--- config.mk ---
export PLATFORM = sky130hd
export DESIGN_NAME = sine_wave_led_dimmer_top
export DESIGN_NICKNAME = d
export VERILOG_FILES = /design/src/hw/rtl/swd_pkg.sv /design/src/hw/rtl/swd_div.sv /design/src/hw/rtl/swd_sine_rom.sv /design/src/hw/rtl/swd_shade.sv /design/src/hw/rtl/sine_wave_led_dimmer_top.sv
export SDC_FILE = /design/constraint.sdc
export NUM_CORES = 2
export LEC_CHECK = 0
export ABC_AREA = 1
export ABC_CLOCK_PERIOD_IN_PS = 8300
export CORE_MARGIN = 2
export CORE_UTILIZATION = 60
export DETAILED_ROUTE_END_ITERATION = 16
export DONT_BUFFER_PORTS = 1
export PLACE_DENSITY = 0.9
export SLEW_MARGIN = 20
export SYNTH_ARGS = -nofsm -noshare
export SYNTH_HDL_FRONTEND = slang
export SYNTH_HIERARCHICAL = 1
export SYNTH_SLANG_ARGS = --single-unit
--- constraint.sdc ---
create_clock -name clock -period 8.3 [get_ports clock]
set_clock_uncertainty 0.05 [all_clocks]
set_input_delay 0.83 -clock clock [delete_from_list [all_inputs] [get_ports clock]]
set_output_delay 0.83 -clock clock [all_outputs]
set_load 0.01 [all_outputs]
--- src/hw/rtl/swd_pkg.sv ---
package swd_pkg;

   // register indexes on the csr port
   localparam logic REG_FIRST_INDEX = 1'b0;
   localparam logic REG_LED_COUNT   = 1'b1;

   // item operations
   localparam logic OP_TICK    = 1'b0;
   localparam logic OP_RESTART = 1'b1;

   localparam int CSR_DATA_W = 10;
   localparam int WL_W       = 10;

   // phase step: 534/256 of a 1/65536 turn per tick and speed unit
   localparam logic [9:0] SPEED_SCALE = 10'd534;

   // divider for 65536 / wavelength, one quotient bit per step
   localparam int DIV_STEPS = 17;

   // lightness scaling: l = lightness * (255 + s) / 510
   localparam logic [8:0]  MID_LEVEL   = 9'd255;
   localparam logic [15:0] RECIP_255   = 16'd32897;
   localparam int          RECIP_SHIFT = 23;

   // quarter-wave table build in 2^30 fixed point
   localparam int          FX_ONE_SHIFT = 30;
   localparam logic [63:0] HALF_PI_FX   = 64'd1686629713;

   typedef struct packed {
      logic       op;
      logic [9:0] wavelength;
      logic [9:0] speed;
      logic [7:0] hue;
      logic [7:0] saturation;
      logic [7:0] lightness;
   } req_type;

   typedef struct packed {
      logic [10:0] pixel_index;
      logic [7:0]  out_hue;
      logic [7:0]  out_saturation;
      logic [7:0]  out_lightness;
      logic        last;
   } rsp_type;

   // what travels with a pixel down the shading pipeline
   typedef struct packed {
      logic [10:0] pixel_index;
      logic [7:0]  hue;
      logic [7:0]  saturation;
      logic [7:0]  lightness;
      logic        last;
   } pix_meta_type;

   typedef struct packed {
      logic [15:0]  angle;
      pix_meta_type meta;
   } pix_issue_type;

   // one quarter-wave table entry, evaluated at elaboration only
   function automatic logic [7:0] sine_mag(input logic [12:0] k, input logic [3:0] tab_bits);
      logic [63:0] x;
      logic [63:0] x2;
      logic [63:0] term;
      logic [63:0] sum;
      x = (HALF_PI_FX * {51'd0, k}) >> tab_bits;
      x2 = (x * x) >> FX_ONE_SHIFT;
      term = x;
      sum = x;
      for (int j = 1; j <= 8; j++) begin
         term = ((term * x2) >> FX_ONE_SHIFT) / 64'((2 * j) * (2 * j + 1));
         if ((j % 2) == 1) begin
            sum = (sum >= term) ? sum - term : 64'd0;
         end else begin
            sum = sum + term;
         end
      end
      sum = (64'd255 * sum + (64'd1 << (FX_ONE_SHIFT - 1))) >> FX_ONE_SHIFT;
      return (sum > 64'd255) ? 8'd255 : sum[7:0];
   endfunction

endpackage

--- src/hw/rtl/swd_div.sv ---
module swd_div (
   input  logic                       clock,
   input  logic                       reset,
   input  logic                       start,
   input  logic [swd_pkg::WL_W-1:0]   divisor,
   output logic                       busy,
   output logic [15:0]                quotient,
   output logic [swd_pkg::WL_W-1:0]   remainder
);

   localparam int STEP_W = $clog2(swd_pkg::DIV_STEPS);

   logic                      busy_ff;
   logic [STEP_W-1:0]         step_ff;
   logic [swd_pkg::WL_W-1:0]  dvs_ff;
   logic [swd_pkg::WL_W-1:0]  rem_ff;
   logic [swd_pkg::WL_W-1:0]  rem_in;
   logic [15:0]               quo_ff;
   logic [swd_pkg::WL_W:0]    shifted;
   logic                      qbit;

   // restoring step; the dividend 2^16 has its only set bit in the first step
   always_comb begin
      shifted = {rem_ff, (step_ff == '0)};
      qbit    = (shifted >= {1'b0, dvs_ff});
      rem_in  = qbit ? swd_pkg::WL_W'(shifted - {1'b0, dvs_ff})
                     : shifted[swd_pkg::WL_W-1:0];
   end

   // control
   always_ff @(posedge clock) begin
      if (reset) begin
         busy_ff <= 1'b0;
         step_ff <= '0;
      end else if (start) begin
         busy_ff <= 1'b1;
         step_ff <= '0;
      end else if (busy_ff) begin
         step_ff <= step_ff + 1'b1;
         if (step_ff == STEP_W'(swd_pkg::DIV_STEPS - 1)) begin
            busy_ff <= 1'b0;
         end
      end
   end

   // datapath
   always_ff @(posedge clock) begin
      if (start) begin
         dvs_ff <= divisor;
         rem_ff <= '0;
         quo_ff <= '0;
      end else if (busy_ff) begin
         rem_ff <= rem_in;
         quo_ff <= {quo_ff[14:0], qbit};
      end
   end

   assign busy      = busy_ff;
   assign quotient  = quo_ff;
   assign remainder = rem_ff;

endmodule

--- src/hw/rtl/swd_sine_rom.sv ---
module swd_sine_rom #(
   parameter int TAB_BITS = 8
) (
   input  logic              clock,
   input  logic              rd_en,
   input  logic [TAB_BITS:0] addr,
   output logic [7:0]        rd_data
);

   localparam int TAB_N = 1 << TAB_BITS;

   logic [7:0] rom [0:TAB_N];
   logic [7:0] rd_ff;

   // quarter-wave contents, fixed at elaboration
   for (genvar g = 0; g <= TAB_N; g++) begin : g_rom
      assign rom[g] = swd_pkg::sine_mag(13'(g), 4'(TAB_BITS));
   end

   // registered read
   always_ff @(posedge clock) begin
      if (rd_en) begin
         rd_ff <= rom[addr];
      end
   end

   assign rd_data = rd_ff;

endmodule

--- src/hw/rtl/swd_shade.sv ---
module swd_shade #(
   parameter int TAB_BITS = 8
) (
   input  logic                   clock,
   input  logic                   reset,
   input  logic                   issue_valid,
   input  swd_pkg::pix_issue_type issue,
   output logic                   issue_ready,
   output logic                   rsp_valid,
   input  logic                   rsp_stall,
   output swd_pkg::rsp_type       rsp_data
);

   localparam int TAB_N = 1 << TAB_BITS;

   logic                      en;
   logic [TAB_BITS-1:0]       k;
   logic [TAB_BITS:0]         addr;
   logic [7:0]                mag;

   logic                      v1_ff;
   logic                      neg1_ff;
   swd_pkg::pix_meta_type     meta1_ff;
   logic                      v2_ff;
   logic [16:0]               prod2_ff;
   swd_pkg::pix_meta_type     meta2_ff;
   logic                      v3_ff;
   swd_pkg::rsp_type          rsp_ff;

   logic [8:0]                level;
   logic [16:0]               prod_in;
   logic [31:0]               scaled;

   // whole pipeline moves unless the output transfer is held
   assign en          = !v3_ff || !rsp_stall;
   assign issue_ready = en;

   // quadrant fold onto the quarter-wave table
   always_comb begin
      k    = issue.angle[13 -: TAB_BITS];
      addr = issue.angle[14] ? ((TAB_BITS+1)'(TAB_N) - {1'b0, k}) : {1'b0, k};
   end

   swd_sine_rom #(.TAB_BITS(TAB_BITS)) u_rom (
      .clock   (clock),
      .rd_en   (en),
      .addr    (addr),
      .rd_data (mag)
   );

   // stage 2 arithmetic: lightness * (255 + s)
   always_comb begin
      level   = neg1_ff ? (swd_pkg::MID_LEVEL - {1'b0, mag})
                        : (swd_pkg::MID_LEVEL + {1'b0, mag});
      prod_in = {9'd0, meta1_ff.lightness} * {8'd0, level};
   end

   // divide by 510: halve, then reciprocal of 255
   assign scaled = {16'd0, prod2_ff[16:1]} * {16'd0, swd_pkg::RECIP_255};

   // valid bits
   always_ff @(posedge clock) begin
      if (reset) begin
         v1_ff <= 1'b0;
         v2_ff <= 1'b0;
         v3_ff <= 1'b0;
      end else if (en) begin
         v1_ff <= issue_valid;
         v2_ff <= v1_ff;
         v3_ff <= v2_ff;
      end
   end

   // payload stages
   always_ff @(posedge clock) begin
      if (en) begin
         neg1_ff  <= issue.angle[15];
         meta1_ff <= issue.meta;
         prod2_ff <= prod_in;
         meta2_ff <= meta1_ff;
         rsp_ff.pixel_index    <= meta2_ff.pixel_index;
         rsp_ff.out_hue        <= meta2_ff.hue;
         rsp_ff.out_saturation <= meta2_ff.saturation;
         rsp_ff.out_lightness  <= scaled[swd_pkg::RECIP_SHIFT +: 8];
         rsp_ff.last           <= meta2_ff.last;
      end
   end

   assign rsp_valid = v3_ff;
   assign rsp_data  = rsp_ff;

endmodule

--- src/hw/rtl/sine_wave_led_dimmer_top.sv ---
// sequence: a restart clears the counter without stalling the input; a tick gives its first pixel
//   after the counter read, the 17-step divider for 65536/wavelength and the 3 shading stages
// pixels: one per cycle after that unless the output is stalled; the next item is taken only
//   once the last pixel of the tick has been issued to the shading pipeline
// reset: synchronous; registers go to first_index 0, led_count 64, and the counter
//   memory reads as zero until its first write
module sine_wave_led_dimmer_top #(
   parameter int MAX_LEDS        = 64,
   parameter int SINE_TABLE_BITS = 8
) (
   input  logic                            clock,
   input  logic                            reset,
   input  logic                            req_valid,
   output logic                            req_stall,
   input  swd_pkg::req_type                req_data,
   output logic                            rsp_valid,
   input  logic                            rsp_stall,
   output swd_pkg::rsp_type                rsp_data,
   input  logic                            csr_we,
   input  logic                            csr_index,
   input  logic [swd_pkg::CSR_DATA_W-1:0]  csr_wdata
);

   localparam int CNT_W = $clog2(MAX_LEDS + 1);

   localparam logic [1:0] ST_IDLE = 2'd0;
   localparam logic [1:0] ST_READ = 2'd1;
   localparam logic [1:0] ST_DIV  = 2'd2;
   localparam logic [1:0] ST_RUN  = 2'd3;

   logic [1:0]                state_ff;
   logic [1:0]                state_in;

   logic [9:0]                first_index_ff;
   logic [6:0]                led_count_ff;

   logic                      req_xfer;
   logic                      tick_xfer;
   logic                      restart_xfer;
   logic [CNT_W-1:0]          count_sat;
   logic [swd_pkg::WL_W-1:0]  wl_eff;

   // item registers
   logic [CNT_W-1:0]          count_ff;
   logic [swd_pkg::WL_W-1:0]  wl_ff;
   logic [19:0]               spk_ff;
   logic [7:0]                hue_ff;
   logic [7:0]                sat_ff;
   logic [7:0]                lig_ff;
   logic [15:0]               phase_ff;

   // counter memory
   logic [31:0]               cnt_mem [0:0];
   logic [31:0]               cnt_rd_ff;
   logic                      cnt_written_ff;
   logic                      cnt_we;
   logic [31:0]               cnt_wdata;
   logic [31:0]               tick_cur;
   logic [43:0]               phase_prod;

   // divider
   logic                      div_start;
   logic                      div_busy;
   logic [15:0]               div_quo;
   logic [swd_pkg::WL_W-1:0]  div_rem;

   // angle walk
   logic [15:0]               q0_ff;
   logic [swd_pkg::WL_W-1:0]  r0_ff;
   logic [15:0]               q_acc_ff;
   logic [swd_pkg::WL_W-1:0]  r_acc_ff;
   logic [CNT_W-1:0]          i_ff;
   logic [swd_pkg::WL_W:0]    r_sum;
   logic                      r_wrap;
   logic [15:0]               q_acc_in;
   logic [swd_pkg::WL_W-1:0]  r_acc_in;

   logic                      issue_valid;
   logic                      issue_ready;
   logic                      issue_last;
   swd_pkg::pix_issue_type    issue;

   // configuration registers
   always_ff @(posedge clock) begin
      if (reset) begin
         first_index_ff <= '0;
         led_count_ff   <= 7'd64;
      end else if (csr_we) begin
         unique case (csr_index)
            swd_pkg::REG_FIRST_INDEX: first_index_ff <= csr_wdata;
            swd_pkg::REG_LED_COUNT:   led_count_ff   <= csr_wdata[6:0];
         endcase
      end
   end

   // input transfer decode
   assign req_stall    = (state_ff != ST_IDLE);
   assign req_xfer     = req_valid && !req_stall;
   assign tick_xfer    = req_xfer && (req_data.op == swd_pkg::OP_TICK);
   assign restart_xfer = req_xfer && (req_data.op == swd_pkg::OP_RESTART);

   always_comb begin
      count_sat = (led_count_ff > 7'(MAX_LEDS)) ? CNT_W'(MAX_LEDS) : CNT_W'(led_count_ff);
      wl_eff    = (req_data.wavelength == '0) ? swd_pkg::WL_W'(count_sat)
                                              : req_data.wavelength;
   end

   // latch the item
   always_ff @(posedge clock) begin
      if (tick_xfer) begin
         count_ff <= count_sat;
         wl_ff    <= wl_eff;
         spk_ff   <= 20'({10'd0, req_data.speed} * {10'd0, swd_pkg::SPEED_SCALE});
         hue_ff   <= req_data.hue;
         sat_ff   <= req_data.saturation;
         lig_ff   <= req_data.lightness;
      end
   end

   // tick counter: read on the tick transfer, written back in the ST_READ state after it;
   // one item at a time, so a read never overlaps a pending write
   assign tick_cur  = cnt_written_ff ? cnt_rd_ff : 32'd0;
   assign cnt_we    = restart_xfer || (state_ff == ST_READ);
   assign cnt_wdata = (state_ff == ST_READ) ? tick_cur + 32'd1 : 32'd0;

   always_ff @(posedge clock) begin
      if (cnt_we) begin
         cnt_mem[0] <= cnt_wdata;
      end
      if (tick_xfer) begin
         cnt_rd_ff <= cnt_mem[0];
      end
   end

   always_ff @(posedge clock) begin
      if (reset) begin
         cnt_written_ff <= 1'b0;
      end else if (cnt_we) begin
         cnt_written_ff <= 1'b1;
      end
   end

   // phase offset: only bits 23..8 of counter * speed * 534 matter
   assign phase_prod = {20'd0, tick_cur[23:0]} * {24'd0, spk_ff};

   always_ff @(posedge clock) begin
      if (state_ff == ST_READ) begin
         phase_ff <= phase_prod[23:8];
      end
   end

   // 65536 / wavelength for the per-pixel angle step
   assign div_start = tick_xfer && (count_sat != '0);

   swd_div u_div (
      .clock     (clock),
      .reset     (reset),
      .start     (div_start),
      .divisor   (wl_eff),
      .busy      (div_busy),
      .quotient  (div_quo),
      .remainder (div_rem)
   );

   // next angle: quotient and remainder of (i+1)*65536/wl by one add and wrap
   always_comb begin
      r_sum    = {1'b0, r_acc_ff} + {1'b0, r0_ff};
      r_wrap   = (r_sum >= {1'b0, wl_ff});
      r_acc_in = r_wrap ? swd_pkg::WL_W'(r_sum - {1'b0, wl_ff}) : r_sum[swd_pkg::WL_W-1:0];
      q_acc_in = q_acc_ff + q0_ff + {15'd0, r_wrap};
   end

   always_ff @(posedge clock) begin
      if ((state_ff == ST_DIV) && !div_busy) begin
         q0_ff    <= div_quo;
         r0_ff    <= div_rem;
         q_acc_ff <= '0;
         r_acc_ff <= '0;
         i_ff     <= '0;
      end else if ((state_ff == ST_RUN) && issue_ready) begin
         q_acc_ff <= q_acc_in;
         r_acc_ff <= r_acc_in;
         i_ff     <= i_ff + 1'b1;
      end
   end

   // pixel issue
   assign issue_valid = (state_ff == ST_RUN);
   assign issue_last  = (i_ff == count_ff - 1'b1);

   always_comb begin
      issue.angle            = q_acc_ff + phase_ff;
      issue.meta.pixel_index = {1'b0, first_index_ff} + 11'(i_ff);
      issue.meta.hue         = hue_ff;
      issue.meta.saturation  = sat_ff;
      issue.meta.lightness   = lig_ff;
      issue.meta.last        = issue_last;
   end

   swd_shade #(.TAB_BITS(SINE_TABLE_BITS)) u_shade (
      .clock       (clock),
      .reset       (reset),
      .issue_valid (issue_valid),
      .issue       (issue),
      .issue_ready (issue_ready),
      .rsp_valid   (rsp_valid),
      .rsp_stall   (rsp_stall),
      .rsp_data    (rsp_data)
   );

   // sequencer
   always_comb begin
      state_in = state_ff;
      unique case (state_ff)
         ST_IDLE: begin
            if (tick_xfer) begin
               state_in = ST_READ;
            end
         end
         ST_READ: begin
            state_in = (count_ff == '0) ? ST_IDLE : ST_DIV;
         end
         ST_DIV: begin
            if (!div_busy) begin
               state_in = ST_RUN;
            end
         end
         ST_RUN: begin
            if (issue_ready && issue_last) begin
               state_in = ST_IDLE;
            end
         end
         default: state_in = ST_IDLE;
      endcase
   end

   always_ff @(posedge clock) begin
      if (reset) begin
         state_ff <= ST_IDLE;
      end else begin
         state_ff <= state_in;
      end
   end

endmodule

# ---- Word-level counts from Yosys, hierarchy flattened
# Memory sizes are Yosys's and may differ from the RTL's. A register that Yosys moved wholly into a read port is not among the register bits.
# Index checks and enable logic that the tools add are counted.
# Widths: inputs -> output; s select.
dict set report totals {
  regBits 318
  elab_cells 115
  ram_bits 32
  romBits 4096
  out_inout_bits 38
  n_memories 2
}
# memory depth width read_ports rd_ports_with_merged_regs write_ports line_no
set mem_list {}
lappend mem_list {{(no name shown)} 512 8 1 1 0 swd_sine_rom.sv:23} ;# rd_ff <= rom[addr];
lappend mem_list {cnt_mem 1 32 1 1 1 sine_wave_led_dimmer_top.sv:53} ;# logic [31:0] cnt_mem [0:0];
dict set report op_classes {
  add_sub_neg 14
  mul 4
  bitwise_logic 3
  eq_ne 8
  n_reduce_logical 23
  n_mux 18
  n_lt_le_gt_ge 3
}
# operator count
set op_table {}
lappend op_table {{$mux 32} 2}
lappend op_table {{$add 16x16->16} 2}
lappend op_table {{$add 32x1->32 const B} 1}
lappend op_table {{$mul 16x16->31 const B} 1}
lappend op_table {{$mux 10} 3}
lappend op_table {{$mul 24x19->23} 1}
lappend op_table {{$ge 11x10->1} 2}
lappend op_table {{$sub 10x10->10} 2}
lappend op_table {{$mul 10x9->19 const B} 1}
lappend op_table {{$mux 9} 2}
lappend op_table {{$mul 8x9->17} 1}
lappend op_table {{$add 16x1->16} 1}
lappend op_table {{$add 10x10->11} 1}
lappend op_table {{$add 10x7->11} 1}
lappend op_table {{$logic_not 10->1} 1}
lappend op_table {{$not 9->10} 1}
lappend op_table {{$add 8x8->9 const A} 1}
lappend op_table {{$sub 8x8->9 const A} 1}
lappend op_table {{$sub 9x8->9 const A} 1}
lappend op_table {{$mux 2} 4}
lappend op_table {{$pmux 2 s4} 1}
lappend op_table {{$add 7x1->7 const B} 1}
lappend op_table {{$eq 7x7->1} 1}
lappend op_table {{$gt 7x7->1 const B} 1}
lappend op_table {{other kinds (20)} 39}

# ---- Logic depth before layout (Yosys ltp)
dict set report logic_depth {
  ltp_word 7
  depth_mapped 31
  depth_no_buf 28
}

# ---- By module
# Netlist, hierarchy kept.
# mod seq_area_each_um2 area_each_um2 n_inst cells_per_inst
set modules_own_cells {}
lappend modules_own_cells {sine_wave_led_dimmer_top 5505.3 19688.9 1 2337}
lappend modules_own_cells {swd_shade 3573.4 7921.3 1 756}
lappend modules_own_cells {swd_div 940.9 2269.7 1 307}
lappend modules_own_cells {swd_sine_rom 240.2 1881.8 1 358}

# ---- Worst setup path after synthesis
# No wires, ideal clock.
dict set report synth_path {
  kind {input-to-reg}
  start {in req_valid}
  end {reg u_div.step_ff[1]}
  path_slack_ps -92
  stages 7
  arrival_ps 8204
  path_buffers 1
  required_ps 8113
  setup_ps 137
  path_cell_list {inv_1 > nor3_1 > inv_1 > a31oi_1 > clkbuf_1 > or2_1 > a211oi_1}
}
dict set report synth_between {
  elab_chain_len 4
}
# element line_no
set synth_lines {}
lappend synth_lines {{start: declaration} sine_wave_led_dimmer_top.sv:13} ;# input logic req_valid,
lappend synth_lines {{$logic_and 1x1->1} sine_wave_led_dimmer_top.sv:98} ;# assign req_xfer = req_valid && !req_stall;
lappend synth_lines {{$logic_and 1x1->1} sine_wave_led_dimmer_top.sv:99} ;# assign tick_xfer = req_xfer && (req_data.op == swd_pkg::OP_TICK);
lappend synth_lines {{net tick_xfer} sine_wave_led_dimmer_top.sv:38} ;# logic tick_xfer;
lappend synth_lines {{$logic_and 1x1->1} sine_wave_led_dimmer_top.sv:153} ;# assign div_start = tick_xfer && (count_sat != '0);
lappend synth_lines {{net div_start} sine_wave_led_dimmer_top.sv:62} ;# logic div_start;
lappend synth_lines {{$reduce_or 2->1 (no source line)} --}
lappend synth_lines {{end signal: assignment} swd_div.sv:39} ;# step_ff <= step_ff + 1'b1;
lappend synth_lines {{end: declaration} swd_div.sv:14} ;# logic [STEP_W-1:0] step_ff;
# The timed path passes the listed nets, and every way through them passes these cells.
# A chain may end at the register's enable or synchronous reset.

# ---- Final worst setup path
dict set report layout_path {
  start {reg cnt_written_ff}
  end {reg phase_ff[15], data pin}
}
dict set report layout_between {
  elab_chain_len 2
}
# element line_no
set layout_lines {}
lappend layout_lines {{start: declaration} sine_wave_led_dimmer_top.sv:55} ;# logic cnt_written_ff;
lappend layout_lines {{start signal: assignment} sine_wave_led_dimmer_top.sv:137} ;# cnt_written_ff <= 1'b0;
lappend layout_lines {{start signal: assignment} sine_wave_led_dimmer_top.sv:139} ;# cnt_written_ff <= 1'b1;
lappend layout_lines {{$mux 32} sine_wave_led_dimmer_top.sv:122} ;# assign tick_cur = cnt_written_ff ? cnt_rd_ff : 32'd0;
lappend layout_lines {{$mul 24x19->23} sine_wave_led_dimmer_top.sv:144} ;# assign phase_prod = {20'd0, tick_cur[23:0]} * {24'd0, spk_ff};
lappend layout_lines {{net phase_prod[23]} sine_wave_led_dimmer_top.sv:59} ;# logic [43:0] phase_prod;
lappend layout_lines {{end signal: assignment} sine_wave_led_dimmer_top.sv:148} ;# phase_ff <= phase_prod[23:8];
lappend layout_lines {{end: declaration} sine_wave_led_dimmer_top.sv:50} ;# logic [15:0] phase_ff;
# The timed path passes the listed nets, and every way through them passes these cells.

==> flow_summary.ini <==
[status]
status = finished clean

[run]
drv_cap = 0

[min_path]
worstHoldEndpoint = u_shade/rsp_valid
hold_class = in -> reg
holdPathStages = 1
worstHoldStart = reset

[cts]
htreeDepth = 2
post_cts_buffers = 0
cts_buffer_depth = 3
cts-root-buf = clkbuf_16
cts_tree = done
cts_sinks = 371
ctsResizeCount = 0
path_clk_slew_ns = 0.06
cts_hold_buf = 0
insertion_delay_ns = 0.56
cts_buffers = 41

[critical_path]
arrival_ns = 7.38
cp-end-kind = flip-flop
rrSetupSlack_ns = 1.19
reg2reg_to = phase_ff[15]
critPathKind = reg -> reg
crit_path_start_kind = flip-flop
rr_startpoint = cnt_written_ff
r2r_cells = 24
crit_required_ns = 8.57
crit_path_start = cnt_written_ff
path_max_fanout = 21

[sta]
rsz0062_at_grt = false
max_freq_mhz = 141
setup_violations = 0
relSlewSlack_pct = 32.3
fin_crit_sh_pct = 85.7
setup_tns_ns = 0
hold_viol = 0
tightest_slew_ns = 1.01
final.min_clock_period_ns = 7.11
slew_violations = 0

[floorplanning]
io_pins = 99
die-area_mm2 = 0.0547
rows = 84
start_util_pct = 60.5
die_h_um = 234
coreArea_mm2 = 0.0524
die_w_um = 234

[yosys]
synth_area_mm2 = 0.0317
avgSynthCellArea_um2 = 8.46
ys_warn_count = 6
synth_nets = 4353
synthesis.instances = 3749

[grt]
first_global_vias = 25600
grt_usage_pct = 28.8
met1_usage_pct = 35.8
grt_antenna_before_repair = 0
grt_first_pass_wirelength_um = 126000
grt.busiest_layer = met2
globalRouteMet3Util_pct = 4.68
use_met2_pct = 49.5
overflow = 0
grt_max_degree = 71

[cells_and_area]
syn_to_final_growth_pct = 6.50
insertedDiodeCount = 0
final_common_cell = nand2_1
layout-drive-gt1-share_pct = 4.46
final_cell_mix = 709 x nand2_1, 707 x inv_1, 437 x nor2_1
fin_nets = 4338

[detailed_routing]
routed_wl_um = 78200
via_per_inst = 5.76
drtIter0Drc = 2446
drt_pass1_iterations = 8
wl_per_cell_um = 17.6
vias = 25600
route.detailed.drc = 0
final_antenna_net_count = 0

[placement]
gp_congestion = 0.973
io_buffers = 0
dp.final_hpwl_um = 59400
==> worst max-delay path by stage <==
stage	endpoint	slack, ns
final	phase_ff[15]	1.19
after global routing	phase_ff[15]	0.76
after CTS	phase_ff[15]	1.27
after detailed placement	phase_ff[15]	1.30
after global placement	phase_ff[15]	1.38
after floorplan	u_div/step_ff[1]	2.51
==> cell type report <==
type                            count  area, um^2
Clock buffer                       52        1120
Clock inverter                     22         294
Fill cell                        4002       18700
Inverter                          728        2760
Multi-Input combinational cell   2575       18300
Sequential cell                   371       10300
Tap cell                          688         861
Timing Repair Buffer               17         128
==> layer usage <==
layer	share of wire (%)	vias to the layer above
met1	39	12100
met5	0	-
met2	49	1292
met4	4.5	0
li1	-	11900
met3	7.8	318
==> metrics by stage <==
step	setup slack, ns	utilization [%]	instance area [um^2]	std cells	hold slack (ns)
2_1_floorplan	2.51	-	31700	3749	0.350
3_3_place_gp	1.38	61.7	32400	4379	0.351
3_5_place_dp	1.30	61.7	32400	4379	0.355
4_1_cts	1.27	64.4	33800	4453	0.268
5_1_grt	0.757	64.4	33800	4453	0.266
6_report	1.19	64.4	33800	4453	0.279
==> state kept, by name (all words and copies together), names as in the netlist, 8 cells and up, named ones only <==
name and flops:
cnt_mem 23, cnt_rd_ff 23, first_index_ff 10, hue_ff 8, lig_ff 8, phase_ff 16, q0_ff 16, q_acc_ff 16
r0_ff 10, r_acc_ff 10, sat_ff 8, spk_ff 19, u_div/dvs_ff 10, u_div/quotient 16, u_div/remainder 10, u_shade/meta1_ff 36
u_shade/meta2_ff 28, u_shade/prod2_ff 16, u_shade/rsp_data 36, u_shade/u_rom/rd_data 8, wl_ff 10
==> worst max-delay path, stage by stage, from the launching register on <==
cell and delay [ns]:
dfxtp_1 0.97, nand2_1 0.62, inv_2 0.36, nand2_1 0.12
fa_1 0.56, inv_1 0.05, fa_1 0.50, inv_1 0.05
fa_1 0.48, inv_1 0.06, fa_1 0.50, fa_1 0.54
inv_1 0.06, fa_1 0.54, inv_1 0.05, ha_1 0.35
a21o_1 0.23, o21ai_0 0.16, nand2_1 0.07, a21oi_1 0.12
o21ai_0 0.09, a21oi_1 0.17, inv_1 0.06, nand2_1 0.07
nand2_1 0.04
Power is left out: the tool's default activity adds up to more than one toggle a clock period on the data nets, which glitch-free logic cannot reach.
